$ cat config.mk
export PLATFORM = sky130hd
export DESIGN_NAME = ouch_frame_decoder_top
export DESIGN_NICKNAME = d
export VERILOG_FILES = /design/src/rtl/ofd_pkg.sv /design/src/rtl/ofd_capture.sv /design/src/rtl/ouch_frame_decoder_top.sv
export SDC_FILE = /design/constraint.sdc
export NUM_CORES = 1
export LEC_CHECK = 0
export ABC_AREA = 0
export BUFFER_PORTS_ARGS = -buffer_cell sky130_fd_sc_hd__buf_2
export CAP_MARGIN = 10
export CORE_ASPECT_RATIO = 1.4
export CORE_MARGIN = 2
export CORE_UTILIZATION = 61
export CTS_CLUSTER_DIAMETER = 40
export CTS_CLUSTER_SIZE = 20
export DETAILED_ROUTE_END_ITERATION = 7
export GPL_TIMING_DRIVEN = 0
export PLACE_DENSITY = 0.83
export SYNTH_ARGS = -nofsm -noshare
export SYNTH_HDL_FRONTEND = slang
export SYNTH_HIERARCHICAL = 1
export SYNTH_SLANG_ARGS = --single-unit
$ cat constraint.sdc
create_clock -name clk -period 24.7 [get_ports clk]
set_input_delay 3.705 -clock clk [delete_from_list [all_inputs] [get_ports clk]]
set_output_delay 3.705 -clock clk [all_outputs]
set_load 0.05 [all_outputs]
$ cat src/rtl/ofd_pkg.sv
package ofd_pkg;

	// message type bytes
	localparam logic [7:0] TYPE_ENTER  = 8'h4F;
	localparam logic [7:0] TYPE_CANCEL = 8'h58;

	// frame lengths and byte counter saturation
	localparam logic [5:0] ENTER_LEN  = 6'd47;
	localparam logic [5:0] CANCEL_LEN = 6'd11;
	localparam logic [5:0] COUNT_SAT  = 6'd48;

	// byte positions of the fields inside a frame
	localparam logic [5:0] REF_FIRST       = 6'd1;
	localparam logic [5:0] REF_LAST        = 6'd4;
	localparam logic [5:0] ENTER_SIDE_POS  = 6'd5;
	localparam logic [5:0] ENTER_QTY_POS   = 6'd6;
	localparam logic [5:0] ENTER_SYM_POS   = 6'd10;
	localparam logic [5:0] ENTER_PRICE_POS = 6'd18;
	localparam logic [5:0] CANCEL_QTY_POS  = 6'd5;
	localparam logic [5:0] QTY_BYTES       = 6'd4;
	localparam logic [5:0] FIELD_BYTES     = 6'd8;

	typedef enum logic [1:0] {
		ST_ENTER  = 2'd0,
		ST_CANCEL = 2'd1,
		ST_REJECT = 2'd2
	} status_t;

	typedef struct packed {
		status_t     status;
		logic [31:0] user_ref;
		logic [7:0]  side_code;
		logic [31:0] quantity;
		logic [63:0] symbol_raw;
		logic [63:0] price_fixed;
	} ofd_result_t;

endpackage

$ cat src/rtl/ofd_capture.sv
module ofd_capture (
	input  logic                clk,
	input  logic                arst_n,
	input  logic                step_en,
	input  logic [7:0]          data_byte,
	input  logic                last_byte,
	output ofd_pkg::ofd_result_t result
);
	import ofd_pkg::*;

	logic [5:0]  byte_count_q;
	logic [7:0]  frame_type_q;
	logic [31:0] ref_q;
	logic [7:0]  side_q;
	logic [31:0] qty_q;
	logic [63:0] symbol_q;
	logic [63:0] price_q;

	logic [5:0]  count;
	logic [7:0]  type_n;
	logic [31:0] ref_n;
	logic [7:0]  side_n;
	logic [31:0] qty_n;
	logic [63:0] symbol_n;
	logic [63:0] price_n;
	logic        is_enter;
	logic        is_cancel;

	// saturating byte count including the current byte
	assign count = (byte_count_q < COUNT_SAT) ? byte_count_q + 6'd1 : COUNT_SAT;

	// field shift registers, next values for the current byte
	always_comb begin
		type_n   = frame_type_q;
		ref_n    = ref_q;
		side_n   = side_q;
		qty_n    = qty_q;
		symbol_n = symbol_q;
		price_n  = price_q;
		if (byte_count_q == 6'd0) begin
			type_n   = data_byte;
			ref_n    = '0;
			side_n   = '0;
			qty_n    = '0;
			symbol_n = '0;
			price_n  = '0;
		end else if (byte_count_q >= REF_FIRST && byte_count_q <= REF_LAST) begin
			ref_n = {ref_q[23:0], data_byte};
		end else if (frame_type_q == TYPE_ENTER) begin
			if (byte_count_q == ENTER_SIDE_POS) begin
				side_n = data_byte;
			end else if (byte_count_q >= ENTER_QTY_POS &&
					byte_count_q < ENTER_QTY_POS + QTY_BYTES) begin
				qty_n = {qty_q[23:0], data_byte};
			end else if (byte_count_q >= ENTER_SYM_POS &&
					byte_count_q < ENTER_SYM_POS + FIELD_BYTES) begin
				symbol_n = {symbol_q[55:0], data_byte};
			end else if (byte_count_q >= ENTER_PRICE_POS &&
					byte_count_q < ENTER_PRICE_POS + FIELD_BYTES) begin
				price_n = {price_q[55:0], data_byte};
			end
		end else if (frame_type_q == TYPE_CANCEL) begin
			if (byte_count_q >= CANCEL_QTY_POS &&
					byte_count_q < CANCEL_QTY_POS + QTY_BYTES) begin
				qty_n = {qty_q[23:0], data_byte};
			end
		end
	end

	// frame check and result fields
	assign is_enter  = (type_n == TYPE_ENTER) && (count == ENTER_LEN);
	assign is_cancel = (type_n == TYPE_CANCEL) && (count == CANCEL_LEN);

	always_comb begin
		result = '0;
		if (is_enter) begin
			result.status      = ST_ENTER;
			result.user_ref    = ref_n;
			result.side_code   = side_n;
			result.quantity    = qty_n;
			result.symbol_raw  = symbol_n;
			result.price_fixed = price_n;
		end else if (is_cancel) begin
			result.status   = ST_CANCEL;
			result.user_ref = ref_n;
			result.quantity = qty_n;
		end else begin
			result.status = ST_REJECT;
		end
	end

	// frame state
	always_ff @(posedge clk or negedge arst_n) begin
		if (!arst_n) begin
			byte_count_q <= '0;
			frame_type_q <= '0;
			ref_q        <= '0;
			side_q       <= '0;
			qty_q        <= '0;
			symbol_q     <= '0;
			price_q      <= '0;
		end else if (step_en) begin
			byte_count_q <= last_byte ? 6'd0 : count;
			frame_type_q <= type_n;
			ref_q        <= ref_n;
			side_q       <= side_n;
			qty_q        <= qty_n;
			symbol_q     <= symbol_n;
			price_q      <= price_n;
		end
	end

endmodule

$ cat src/rtl/ouch_frame_decoder_top.sv
// channel  direction  handshake          payload
// in       receive    in_valid/in_stall  data_byte, last_byte
// out      send       out_valid/out_stall status, user_ref, side_code, quantity,
//                                        symbol_raw, price_fixed
//
// one byte per cycle sustained; a byte goes through the input register and
// the field update, and a frame's result enters the output register as its
// last byte leaves the input register. reset clears the byte counter, frame
// type and fields so the first byte starts a frame. a stalled result holds in
// the output register; only a last byte waits behind it, others keep flowing.
module ouch_frame_decoder_top (
	input  logic        clk,
	input  logic        arst_n,
	input  logic        in_valid,
	output logic        in_stall,
	input  logic [7:0]  data_byte,
	input  logic        last_byte,
	output logic        out_valid,
	input  logic        out_stall,
	output logic [1:0]  status,
	output logic [31:0] user_ref,
	output logic [7:0]  side_code,
	output logic [31:0] quantity,
	output logic [63:0] symbol_raw,
	output logic [63:0] price_fixed
);
	import ofd_pkg::*;

	logic        valid_s1;
	logic [7:0]  data_s1;
	logic        last_s1;
	logic        advance;
	logic        in_xfer;
	ofd_result_t result;
	ofd_result_t res_q;
	logic        out_valid_q;

	// a byte in the input register moves on unless it ends a frame and the
	// previous result is still stalled
	assign advance  = valid_s1 && (!last_s1 || !out_valid_q || !out_stall);
	assign in_stall = valid_s1 && !advance;
	assign in_xfer  = in_valid && !in_stall;

	// input register
	always_ff @(posedge clk or negedge arst_n) begin
		if (!arst_n) begin
			valid_s1 <= 1'b0;
		end else if (in_xfer) begin
			valid_s1 <= 1'b1;
		end else if (advance) begin
			valid_s1 <= 1'b0;
		end
	end

	always_ff @(posedge clk) begin
		if (in_xfer) begin
			data_s1 <= data_byte;
			last_s1 <= last_byte;
		end
	end

	ofd_capture u_capture (
		.clk       (clk),
		.arst_n    (arst_n),
		.step_en   (advance),
		.data_byte (data_s1),
		.last_byte (last_s1),
		.result    (result)
	);

	// result register
	always_ff @(posedge clk or negedge arst_n) begin
		if (!arst_n) begin
			out_valid_q <= 1'b0;
		end else if (advance && last_s1) begin
			out_valid_q <= 1'b1;
		end else if (!out_stall) begin
			out_valid_q <= 1'b0;
		end
	end

	always_ff @(posedge clk) begin
		if (advance && last_s1) begin
			res_q <= result;
		end
	end

	assign out_valid   = out_valid_q;
	assign status      = res_q.status;
	assign user_ref    = res_q.user_ref;
	assign side_code   = res_q.side_code;
	assign quantity    = res_q.quantity;
	assign symbol_raw  = res_q.symbol_raw;
	assign price_fixed = res_q.price_fixed;

endmodule
==> out/results.txt, run 1 <==
Cell type with the highest aggregate area in the netlist: edfxtp_1. At the pin with the least slew margin, the transition time is 0.899 ns. TritonCTS built the clock tree.

The tools report the data arrival time at the worst-slack endpoint as 4.31 ns. In this run the core area contains 74 standard-cell rows. The per-instance average area after synthesis was 12.5 um2; the top fanout value on the critical path was 4. Clock root buffer: clkbuf_16. The critical path is of the input pin to output pin type. Critical path startpoint: out_stall. The internal portion of the total power is 0.00115 W.

The startpoint identified for the worst register-to-register timing path is u_capture/byte_count_q[1]. With fillers left out, the area of the finished cells amounts to 0.0210 mm2. For the worst flop-to-flop path, the logic depth is 8.

The power per standard cell area is 76.5 mW/mm2. The worst reg-to-reg setup slack came out at 21.73 ns. The async set or reset register ratio after synthesis was 0.506; the violation count after the first detailed-routing iteration was 1172. The final antenna diode count was 0; the combinational share of power was 0.134. The floorplan die height is 207 um. Across the routed clock network, the largest skew measured is 0.0169 ns. Fill cells in the final layout number 1966. Ranked by instance count, the synthesized netlist is headed by 269 x nand2_1, 216 x dfrtp_1, 211 x edfxtp_1, 168 x a22o_1, 132 x a21oi_1.

After detailed placement, the total cell area comes to 0.0198 mm2. The run gives 1441 as the cell count after synthesis. The area inside the core boundary is 0.0291 mm2, and the post-route antenna net violation count is 0.

Routability-driven placement finished with a final weighted congestion of 0.919. The run gives 6 as the total of warnings raised by yosys. The run finished with clean final reports.

The clock-pin slew on the worst setup and hold paths is 0.06 ns, and the number of register bits inferred by synthesis is 427. The number of global-route vias before repair is 12800. The net switching fraction of the power is 0.285. The H-tree depth came out at 2. The run gives 0.497 as the register share of total power. Counting the buffers created by CTS gives 37.

At the later pin of the worst-skew pair, clock insertion delay measures 0.55 ns. The final setup violation count was 0; the net count after synthesis was 1458. The post-synthesis cell type count was 60; the post-route total power was 0.00161 W. The number of I/O pins is 217, and the achievable frequency is 125 MHz.

Number of max-slew violations in the final report: 0. The ratio of final minimum period to clock period is 0.324, and the sum of overflow across all layers after global routing is 0. The detailed router placed 13100 vias in this run. The worst hold-check path type is flip-flop to flip-flop. After clock tree synthesis, the flow added hold-fix buffers numbering 0. The relative max-transition margin was 0.400; the share of layout cells above drive strength 1 was 0.250.

After detailed routing, the total wire length is 43.1 mm. The die boundary width came out at 149 um. The floorplan step defined a die boundary enclosing 0.0309 mm2. The static leakage is 8.37 nW, and the clock share of power is 0.369. The first global-routing pass estimated 68.1 mm of wire.

The area growth from synthesis to layout came out at 16.9%. Capturing element of the worst setup path: in_stall. The tools report the kind of end point of the critical path as an output pin. In this run, synthesis inferred 211 flip-flops with an integrated enable. The cell area after synthesis came out at 0.0180 mm2. For the worst setup path, the data required time is 21.00 ns. The TritonCTS sink count came out at 427. STA classifies the critical path startpoint as an input pin.

In the routed layout, each cell is associated on average with a via count of 6.18. The number of antenna violations at the first check in global routing is 0, and the detail-routed net length per standard cell is 20.4 um. Across the VDD grid, the largest voltage drop is 0.0642 mV. The minimum period implied by the final worst setup slack was 8.01 ns. The first detailed-routing pass ran for 6 iterations. The total global routing track utilization is 0.279.

Max-cap violations in this run came to 0. The prevailing post-synth register cell is dfrtp_1. Setup repair after global routing left no endpoint under its margin. The clock passes through at most 3 buffers. In this run, post-CTS repair resized a total of 0 instances.

The endpoint of the most critical register-to-register path is quantity[18]. The final layout net count came out at 1721. Number of failing hold endpoints at the final stage: 0. The number of remaining DRC errors was 0. Ranked by total cell area, the synthesized netlist is headed by edfxtp_1 35%, dfrtp_1 30%, a22o_1 8.2%, nand2_1 5.6%, a21oi_1 3.7%. Entering global routing, the biggest net connects 115 pins. For the effective utilization at floorplan, the log shows 0.619. The run gives 0.000458 W as the switching power summed over all nets. The proportion of netlist area held by the largest area contributor works out to 0.352. The count of input and output buffers is 216. Buffers added to address setup during post-CTS repair amount to 0. Sequential-to-total area share from yosys stat: 0.652. Among all cell types in the netlist, the one instantiated most often is nand2_1. Final-layout setup total negative slack: 0 ns. The run gives 28.6 mm as the sum of net half-perimeters after detailed placement.
logic make-up (layout without fill, tap and decap cells):
group | Yosys count | in the layout | synth area share
AOI/OAI and AO/OA | 423 | 423 | 0.173
xor gates and xnor gates | 3 | 3 | 0.00146
adders and majority gates | 4 | 4 | 0.00278
buffers and inverters | 137 | 429 | 0.0418
DFF | 427 | 427 | 0.652
muxes | 49 | 49 | 0.0278
and+or+nand+nor | 398 | 398 | 0.101
critical path, cell delays in order:
cell and delay (ns):
buf_2 0.13, nand4_1 0.14, inv_1 0.08, buf_2 0.25
sequential cells by signal (all words and copies together) (netlist names):
signal                  count
symbol_raw                 64
out_valid                   1
u_capture/side_q            8
quantity                   32
price_fixed                64
data_s1                     8
u_capture/byte_count_q      6
u_capture/ref_q            32
valid_s1                    1
u_capture/frame_type_q      8
side_code                   8
u_capture/symbol_q         64
status                      2
u_capture/price_q          64
user_ref                   32
u_capture/qty_q            32
last_s1                     1
layout make-up:
cell class | count | area [um2] | area share
multi-input combinational | 877 | 5520 | 0.262
inverter | 8 | 30.0 | 0.00143
timing repair buffer | 224 | 1280 | 0.0609
clock inverter | 24 | 238 | 0.0113
tap | 380 | 475 | 0.0226
clock buffer | 44 | 1040 | 0.0492
sequential | 427 | 11700 | 0.558
buffer | 129 | 723 | 0.0344
per-stage QoR:
stage / worst slack, ns / std cells / util / hold WS [ns]
after detailed placement: 16.69 / 2045 / 0.680 / 0.484
after floorplan: 10.45 / 1441 / - / 0.465
after CTS: 16.68 / 2113 / 0.724 / 0.503
final: 16.69 / 2113 / 0.724 / 0.502
after global placement: 7.37 / 2037 / 0.673 / 0.482
after global routing: 16.64 / 2113 / 0.724 / 0.516
metal layers:
layer,share of wire,global-route usage,wire length (um)
met5,0,0,0
met4,0.043,0.122,1840
met3,0.065,0.0442,2790
met2,0.51,0.464,21900
met1,0.39,0.366,16600
layout by cell type (no fill, tap or decap), types with 5 or more instances in the layout:
cell and instances:
a22o_1 168, a21oi_1 131, a211oi_1 28, buf_8 7
nor3_1 33, edfxtp_1 211, inv_6 6, nor2b_1 5
mux2i_1 41, buf_2 274, inv_8 6, a211oi_2 7
mux2_2 8, dfrtp_1 216, nand2_1 269, inv_1 8
o21ai_0 40, buf_1 9, nand3_1 40, clkbuf_16 40
nor2_1 13, a32o_2 30, buf_6 11, clkbuf_1 42
power groups by stage:
stage               sequential [W]  clock [W]  combinational [W]
floorplan                 0.000875          0          0.0000969
global placement          0.000822          0           0.000205
detailed placement        0.000814          0           0.000214
CTS                       0.000799   0.000604           0.000215
global route              0.000802   0.000633           0.000228
finish                    0.000800   0.000594           0.000215
how the worst min path moves through the flow:
stage | from | end | slack (ns) | cells past startpoint
2_1_floorplan | u_capture/ref_q[24] | u_capture/ref_q[24] | 0.47 | 1
3_3_place_gp | u_capture/side_q[7] | u_capture/side_q[7] | 0.48 | 1
3_5_place_dp | u_capture/ref_q[29] | u_capture/ref_q[29] | 0.48 | 1
4_1_cts | u_capture/ref_q[28] | u_capture/ref_q[28] | 0.50 | 1
5_1_grt | u_capture/side_q[7] | u_capture/side_q[7] | 0.52 | 1
6_report | u_capture/ref_q[28] | u_capture/ref_q[28] | 0.50 | 1
(Power assumes the default switching activity.)
==> run 2, diff against run 1 <==
- CORE_UTILIZATION: 61 -> 53
- PLACE_DENSITY: 0.83 -> 0.77
- clock period: 24.7 -> 6.5 ns (I/O delays scaled with it)
==> run 2 against run 1 <==
Cell area increased by 0.45%. Setup slack got worse by 13 ns. Count of clock-buffer cells in the layout decreased by 2. Combinational power increased to 3.8 times the previous value. Critical path depth increased by 4. Sequential cell count unchanged. Total power increased to 3.8 times the previous value. Register-to-register slack got worse by 18 ns. Clock power increased to 3.8 times the previous value. Clock skew increased by 0.0045 ns. Critical path type is now flip-flop to flip-flop.
==> out/results.txt, run 2 (synthesized netlist as in run 1, its figures left out) <==
The final setup violation count came out at 0 (unchanged). The total global routing track utilization was 0.238 (-0.0411); the top fanout value on the critical path was 10 (+6). The transition time at the pin with the least slew margin was 0.836 ns (-0.0631 ns); the post-layout instance area was 0.0211 mm2 (+0.45%). The run gives 0.442 (+0.0420) as the relative max-transition margin. The data arrival time at the worst-slack endpoint is 3.25 ns (-1.06 ns).

The setup fix buffers added after clock tree synthesis was 0 (unchanged). For the total via count in the routed design, the log shows 12800 (-1.9%). The post-route total power was 0.00609 W (+280%). The category of the worst setup path launch point is a flip-flop. Total internal power: 0.00437 W (+280%). The final layout net count is 1723 (+0.12%), and the switching power summed over all nets is 0.00172 W (+280%). The floorplan die height came out at 222 um (+7.1%). The final-layout setup total negative slack was 0 ns (unchanged). The logs give 79 (+6.8%) for the floorplan row count and 1039 (-11%) for the violation count after the first detailed-routing iteration. The area of the die is 0.0355 mm2 (+15%).

Grouping stages by cell kind, the critical path spends the most delay in simple AND/OR/NAND/NOR gates. Worst vdd rail ir drop: 0.230 mV (+260%). Among all stages on the critical path, the largest delay is contributed by nor4_2. The logs give 217 (unchanged) for the number of I/O pins and 0.0333 mm2 (+15%) for the area inside the core boundary.

The post-route antenna net violation count was 0 (unchanged). The ratio of routed vias to standard cells works out to 5.89 (-4.8%). Worst path required time: 6.79 ns (-14.21 ns). For the final antenna diode count, the log shows 0 (unchanged). The library cell used most frequently in the layout, excluding fill and tap cells, is buf_2. The static leakage came out at 8.37 nW (about the same). The power per standard cell area came out at 288 mW/mm2 (+280%). For the maximum clock path buffer count, the log shows 3 (unchanged). The number of instances resized during post-cts repair is 0 (unchanged), and the count of input and output buffers is 216 (unchanged).

The run finished with clean final reports. Compared with the post-synthesis result, the final layout area differs by 17.4%. The ratio of final minimum period to clock period is 0.456.

The least setup slack across all paths after layout was 3.53 ns (-13.16 ns); the sum of routed wire length over all layers was 42.8 mm (-0.75%). The logs give 0.0214 ns (+0.00448 ns) for the final clock skew and 0 (unchanged) for the cts-stage hold buffer count. For the number of antenna violations at the first check in global routing, the log shows 0 (unchanged). For the maximum number of pins on one net before global-route repair, the log shows 93 (-19%). The tools report the clock share of power as 0.366 (-0.003).

The tools report the TritonCTS sink count as 427 (unchanged). Combinational share of power: 0.135 (about the same). TritonCTS built the clock tree. Register share of total power: 0.499 (+0.002). The buffering stage count on the worst path with inverters included is 2 (-1), and the number of max-slew violations in the final report is 0 (unchanged). The logs give 0 (unchanged) for the number of remaining DRC errors and 337 MHz for the achievable frequency.

For the H-tree depth, the log shows 2 (unchanged). Setup repair after global routing left no endpoint under its margin. The share of layout cells above drive strength 1 was 0.249 (-0.00159); the minimum period implied by the final worst setup slack was 2.97 ns. The net switching fraction of the power was 0.283 (-0.00201). The run gives 0.883 (-3.9%) as the final weighted congestion of routability-driven global placement. The critical path goes through inv_1, ha_1, nor3b_4, nor3_1, nor4_2, buf_2, nand3_1, a211oi_1. The number of detailed-routing iterations run before antenna repair was 5 (-1); the number of CTS-inserted buffers was 37 (unchanged).

Clock-pin slew on the worst setup and hold paths: 0.08 ns (+0.02 ns). Number of global-route vias before repair: 12500 (-2.3%). The die boundary width came out at 160 um (+7.1%). The logs give 29.2 mm (+1.9%) for the sum of net half-perimeters after detailed placement and 0.54 ns (about the same) for the source-to-sink clock delay at the later pin of the worst-skew pair. The detail-routed net length per standard cell was 19.7 um (-3.7%); the peak per-stage delay on the critical path was 0.59 ns (+0.34 ns). The critical setup path kind was flip-flop to flip-flop.

The max-cap violation count was 0 (unchanged). The first-pass GRT wire length was 67.3 mm (-1.2%); the number of failing hold endpoints at the final stage was 0 (unchanged). The effective utilization at floorplan was 0.540 (-0.0788); the cell area after placement was 0.0199 mm2 (+0.73%). STA classifies the critical path endpoint as a flip-flop. The logs give 3.37 ns (-13.32 ns) for the placement-stage worst setup slack and 0 (unchanged) for the sum of overflow across all layers after global routing. In this run the clock root is driven by a clkbuf_16. The number of fillers in the final layout was 2572 (+31%). Worst hold-check path type: input pin to asynchronous set/reset pin. The tools report the final standard cell utilization of the core as 0.635 (-0.0893). The library cells used most frequently in the layout, excluding fill and tap cells, are 274 x buf_2, 269 x nand2_1, 216 x dfrtp_1.
-- run 2: changes by cell type in the layout (fill, tap and decap cells not counted), sizes merged --
cell / before / now
inv: 22 / 19
clkinv: 9 / 8
clkinvlp: 1 / 2
buf: 313 / 315
bufinv: 0 / 2
clkbuf: 84 / 82
-- run 2: cell type report --
type,count,area [um2],share of cell area
repair buffers,226,1340,0.0636
well taps,445,557,0.0263
clock inverters,23,269,0.0127
flip-flops and latches,427,11700,0.555
multi-input cells,877,5520,0.261
clock buffers,42,955,0.0452
inverters,8,30.0,0.00142
plain buffers,129,723,0.0342
-- run 2: power by group through the flow --
stage	Combinational (W)	Clock, W	Sequential, W
5_1_grt	0.000873	0.00237	0.00305
3_5_place_dp	0.000818	0	0.00309
4_1_cts	0.000820	0.00228	0.00304
2_1_floorplan	0.000369	0	0.00331
6_report	0.000821	0.00223	0.00304
3_3_place_gp	0.000782	0	0.00310
-- run 2: worst paths after layout --
kind / from / end / slack [ns] / cells after the start
max reg2reg: u_capture/byte_count_q[1] / quantity[18] / 3.53 / 8
max: u_capture/byte_count_q[1] / quantity[18] / 3.53 / 8
min: arst_n / u_capture/symbol_q[31] / 0.32 / 1
min reg2reg: u_capture/side_q[4] / u_capture/side_q[4] / 0.50 / 1
min in group clk: u_capture/side_q[4] / u_capture/side_q[4] / 0.50 / 1
max in group asynchronous: arst_n / u_capture/price_q[6] / 5.40 / 2
-- run 2: layer usage --
layer,routed length (um),vias up,track usage
met5,0,-,0
met4,1290,0,0.0883
met3,2280,83,0.0324
met2,22000,469,0.408
met1,17200,6374,0.311
li1,-,5890,-
-- run 2: stage by stage --
stage                     hold WS [ns]  instances
after floorplan                  0.465       1441
after CTS                        0.310       2177
final                            0.321       2177
after global routing             0.331       2177
after global placement           0.482       2102
after detailed placement         0.482       2112
==> run 3, diff against run 2 <==
- ABC_AREA: 0 -> 1
- CORE_UTILIZATION: 53 -> 54
- clock period: 6.5 -> 2.65 ns (I/O delays scaled with it)
==> run 3 against run 2 <==
First-iteration DRC count is 46% higher. Highest routed layer unchanged. Die area rose by 12%. Critical path type unchanged. Combinational power grew to 3.7 times the previous value. Total power rose to 2.8 times the previous value. Register-to-register slack lost 3.4 ns.
==> out/results.txt, run 3 <==
The minimum period implied by the final worst setup slack is 2.51 ns (-0.452 ns). Clock root buffer: clkbuf_16. The async set or reset register ratio after synthesis works out to 0.506 (unchanged). The tools report the number of remaining DRC errors as 0 (unchanged).

For the switching power summed over all nets, the log shows 0.00533 W (+210%). The net switching fraction of the power works out to 0.310 (+0.0275). The share of layout cells above drive strength 1 is 0.170 (-0.0787), and the number of CTS-inserted buffers is 42 (+14%). The placement-stage worst setup slack is -0.649 ns (-4.02 ns), and the net count after synthesis is 2378 (+63%). The most frequent cell after synthesis was nand2_1. The logs give 427 (unchanged) for the TritonCTS sink count and 0.0398 mm2 (+12%) for the area of the die. The cell area after synthesis was 0.0206 mm2 (+14%); the clock share of power was 0.379 (+0.013).

For the maximum clock path buffer count, the log shows 3 (unchanged). In the post-synthesis netlist, the biggest area contributors are edfxtp_1 31%, dfrtp_1 26%, nand2_1 13%, nand3_1 6.5%, inv_1 4.0%. On the critical path the largest part of the delay comes from buffers and inverters. The ratio of final minimum period to clock period was 0.949 (+0.493); the clock-pin slew on the worst setup and hold paths was 0.07 ns (about the same). Final weighted congestion of routability-driven global placement: 0.938 (+6.3%). The critical path goes through inv_2, ha_1, buf_4, nand3_4, clkbuf_4, o21ai_1, nand2_1, nor2_1, nand3_1, nand2_1, inv_2, buf_6, buf_6, nor2_1. The tools report the final antenna diode count as 0 (unchanged). The run finished with clean final reports.

The hold slack is 0.0234 ns (-0.297 ns), and the area growth from synthesis to layout is 16.7%. The worst path required time was 3.04 ns (-3.75 ns). The logs give 0.0224 mm2 (+13%) for the cell area after placement and 217 (unchanged) for the number of I/O pins. The count of input and output buffers is 216 (unchanged), and the register share of total power is 0.444 (-0.055). The total internal power is 0.0119 W (+170%). The startpoint of the most critical register-to-register path is u_capture/byte_count_q[0].

In this run the most critical hold path is launched from data_byte[5]. The number of detailed-routing iterations run before antenna repair was 6 (+1); the post-route antenna net violation count was 0 (unchanged). The source-to-sink clock delay at the later pin of the worst-skew pair was 0.57 ns (+0.03 ns); the transition time at the pin with the least slew margin was 0.947 ns (+0.111 ns). The detail-routed net length per standard cell is 17.6 um (-10%), and the effective utilization at floorplan is 0.548 (+0.00722). The cell type with the highest aggregate area in the netlist is edfxtp_1.

For the sequential-to-total area share from yosys stat, the log shows 0.570 (-0.0824). Leaving out fill and tap cells, the most frequent cells in the layout are 696 x nand2_1, 266 x buf_2, 265 x nand3_1. The proportion of netlist area held by the largest area contributor works out to 0.307 (-0.0445). The final layout net count was 2646 (+54%). The final setup violation count is 0 (unchanged), and the top fanout value on the critical path is 10 (unchanged). The least setup slack across all paths after layout was 0.135 ns (-3.40 ns). The worst-case hold path end point was data_s1[5]. The number of register bits inferred by synthesis is 427 (unchanged).

The number of antenna violations at the first check in global routing was 0 (unchanged); the per-instance average area after synthesis was 8.73 um2 (-30%). The area inside the core boundary came out at 0.0376 mm2 (+13%). The power per standard cell area is 715 mW/mm2 (+150%), and the number of max-slew violations in the final report is 0 (unchanged).

The floorplan die height was 235 um (+5.9%); the data arrival time at the worst-slack endpoint was 2.90 ns (-0.35 ns). Most common library cell in the layout ignoring fill and taps: nand2_1. The number of global-route vias before repair was 17600 (+40%); the cell count after synthesis was 2361 (+64%). The floorplan row count is 84 (+6.3%), and the portion of netlist area occupied by mux cells is 0 (-0.0278). TritonCTS built the clock tree. For the first-pass GRT wire length, the log shows 89.1 mm (+32%). The worst reg-to-reg setup slack was 0.14 ns (-3.40 ns); the ratio of routed vias to standard cells was 5.64 (-4.2%). By area, the combinational part of the netlist is dominated by simple AND/OR/NAND/NOR gates.

The area share of fa/ha/maj cells after synthesis was 0.00243 (-0.000351). Peak per-stage delay on the critical path: 0.42 ns (-0.17 ns). Achievable frequency: 398 MHz (+18%). The depth of the worst register-to-register path was 14 (+6); the number of cells traversed by the worst hold path was 1. The sum of net half-perimeters after detailed placement was 39.3 mm (+35%); the buffering stage count on the worst path with inverters included was 6 (+4).

On the critical path, the stage with the largest delay is an instance of dfrtp_1. The static leakage came out at 11.0 nW (+31%). The post-route total power was 0.0172 W (+180%); the maximum number of pins on one net before global-route repair was 114 (+23%). STA classifies the critical path endpoint as a flip-flop. The critical path is of the flip-flop to flip-flop type. The worst hold-check path type was input pin to flip-flop. The number of enable flip-flop cells after synthesis came out at 211 (unchanged). The compound-cell area share of the yosys netlist works out to 0.0614 (-0.112). The logs give 55.3 mm (+29%) for the sum of routed wire length over all layers and 0 (unchanged) for the sum of overflow across all layers after global routing. STA classifies the critical path startpoint as a flip-flop.

The violation count after the first detailed-routing iteration is 1515 (+46%). Endpoint of the most critical register-to-register path: user_ref[30]. The parity-gate share of the synthesized area counting xor and xnor cells works out to 0 (-0.00146). The run gives 0 (unchanged) as the number of failing hold endpoints at the final stage. H-tree depth: 2 (unchanged). The die boundary width was 169 um (+5.8%). In the synthesized netlist, the cells that appear most often are 697 x nand2_1, 267 x nand3_1, 218 x inv_1, 216 x dfrtp_1, 211 x edfxtp_1.

The tools report the combinational share of power as 0.177 (+0.042). For this run, the leading register cell type out of synthesis is dfrtp_1. The tools report the worst vdd rail ir drop as 0.458 mV (+99%). The logs give 29 (-52%) for the post-synthesis cell type count and 17700 (+38%) for the total via count in the routed design.

The final clock skew is 0.0244 ns (+0.00305 ns). The simple-gate area share of the yosys netlist is 0.285 (+0.184), and the relative max-transition margin is 0.366 (-0.0763). The logs give 0 (unchanged) for the max-cap violation count and 0.279 (+0.0413) for the total global routing track utilization.

For the post-layout instance area, the log shows 0.0241 mm2 (+14%). The tools report the total of warnings raised by yosys as 6 (unchanged).
-- run 3: cell count changes after synthesis, moves of 103 or more --
cell | before | now
nand2_1 | 269 | 697
nor2_1 | 13 | 187
inv_1 | 8 | 218
a22o_1 | 168 | 0
nand3_1 | 40 | 267
nand4_1 | 2 | 105
a21oi_1 | 132 | 2
-- run 3: per-stage QoR --
stage / cells / setup TNS [ns] / util
2_1_floorplan: 2361 / -293.30 / -
3_3_place_gp: 3050 / -1183.94 / 0.592
3_5_place_dp: 3055 / -75.94 / 0.596
4_1_cts: 3134 / 0 / 0.638
5_1_grt: 3136 / -0.000539 / 0.639
6_report: 3136 / 0 / 0.639
-- run 3: area by class of cell --
cell class	count	area, um2
fill	3118	13600
clock buffer	52	1190
inverter	221	837
timing repair buffer	225	1230
tap	473	592
sequential	427	11700
multi-input combinational	1541	7210
clock inverter	26	350
buffer	171	898
-- run 3: what timing repair did --
action                                  4_1_cts  5_1_grt
gates resized for setup                      21       19
hold buffers                                  2        0
endpoints found under the setup margin      217      253
buffers inserted                              0        2
endpoints found under the hold margin       104        0
-- run 3: logic make-up (layout without fill, tap and decap cells) --
| family | Yosys count | count (layout) |
|---|---|---|
| simple gates | 1306 | 1306 |
| flops | 427 | 427 |
| buf+inv | 393 | 695 |
| compound gates | 231 | 231 |
| fa+ha+maj | 4 | 4 |
-- run 3: how the worst max path moves through the flow --
stage | startpoint | endpoint | slack (ns) | depth (start not counted)
floorplan | out_valid | price_fixed[0] | -1.45 | 3
global placement | arst_n | out_valid | -3.20 | 1
detailed placement | out_stall | u_capture/frame_type_q[5] | -0.65 | 12
CTS | u_capture/byte_count_q[0] | quantity[7] | 0.02 | 14
global route | u_capture/byte_count_q[0] | quantity[7] | -0.0005 | 9
finish | u_capture/byte_count_q[0] | user_ref[30] | 0.14 | 14
-- run 3: worst reg2reg max path: stages (launching register included) --
cell and delay [ns]:
dfrtp_1 0.42, inv_2 0.12, ha_1 0.15, buf_4 0.18
nand3_4 0.13, clkbuf_4 0.23, o21ai_1 0.14, nand2_1 0.06
nor2_1 0.14, nand3_1 0.13, nand2_1 0.09, inv_2 0.05
buf_6 0.16, buf_6 0.16, nor2_1 0.18
-- run 3: layer usage --
metal,wire [um],vias up,track usage
met4,2790,0,0.145
met2,28600,714,0.498
li1,-,8321,-
met3,3060,186,0.0373
met5,0,-,0
met1,20900,8458,0.328
-- run 3: power groups by stage --
stage | Clock [W] | Sequential [W] | Combinational [W]
4_1_cts | 0.00664 | 0.00763 | 0.00298
2_1_floorplan | 0 | 0.00816 | 0.00162
5_1_grt | 0.00688 | 0.00768 | 0.00330
3_5_place_dp | 0 | 0.00776 | 0.00296
3_3_place_gp | 0 | 0.00778 | 0.00288
6_report | 0.00652 | 0.00764 | 0.00304
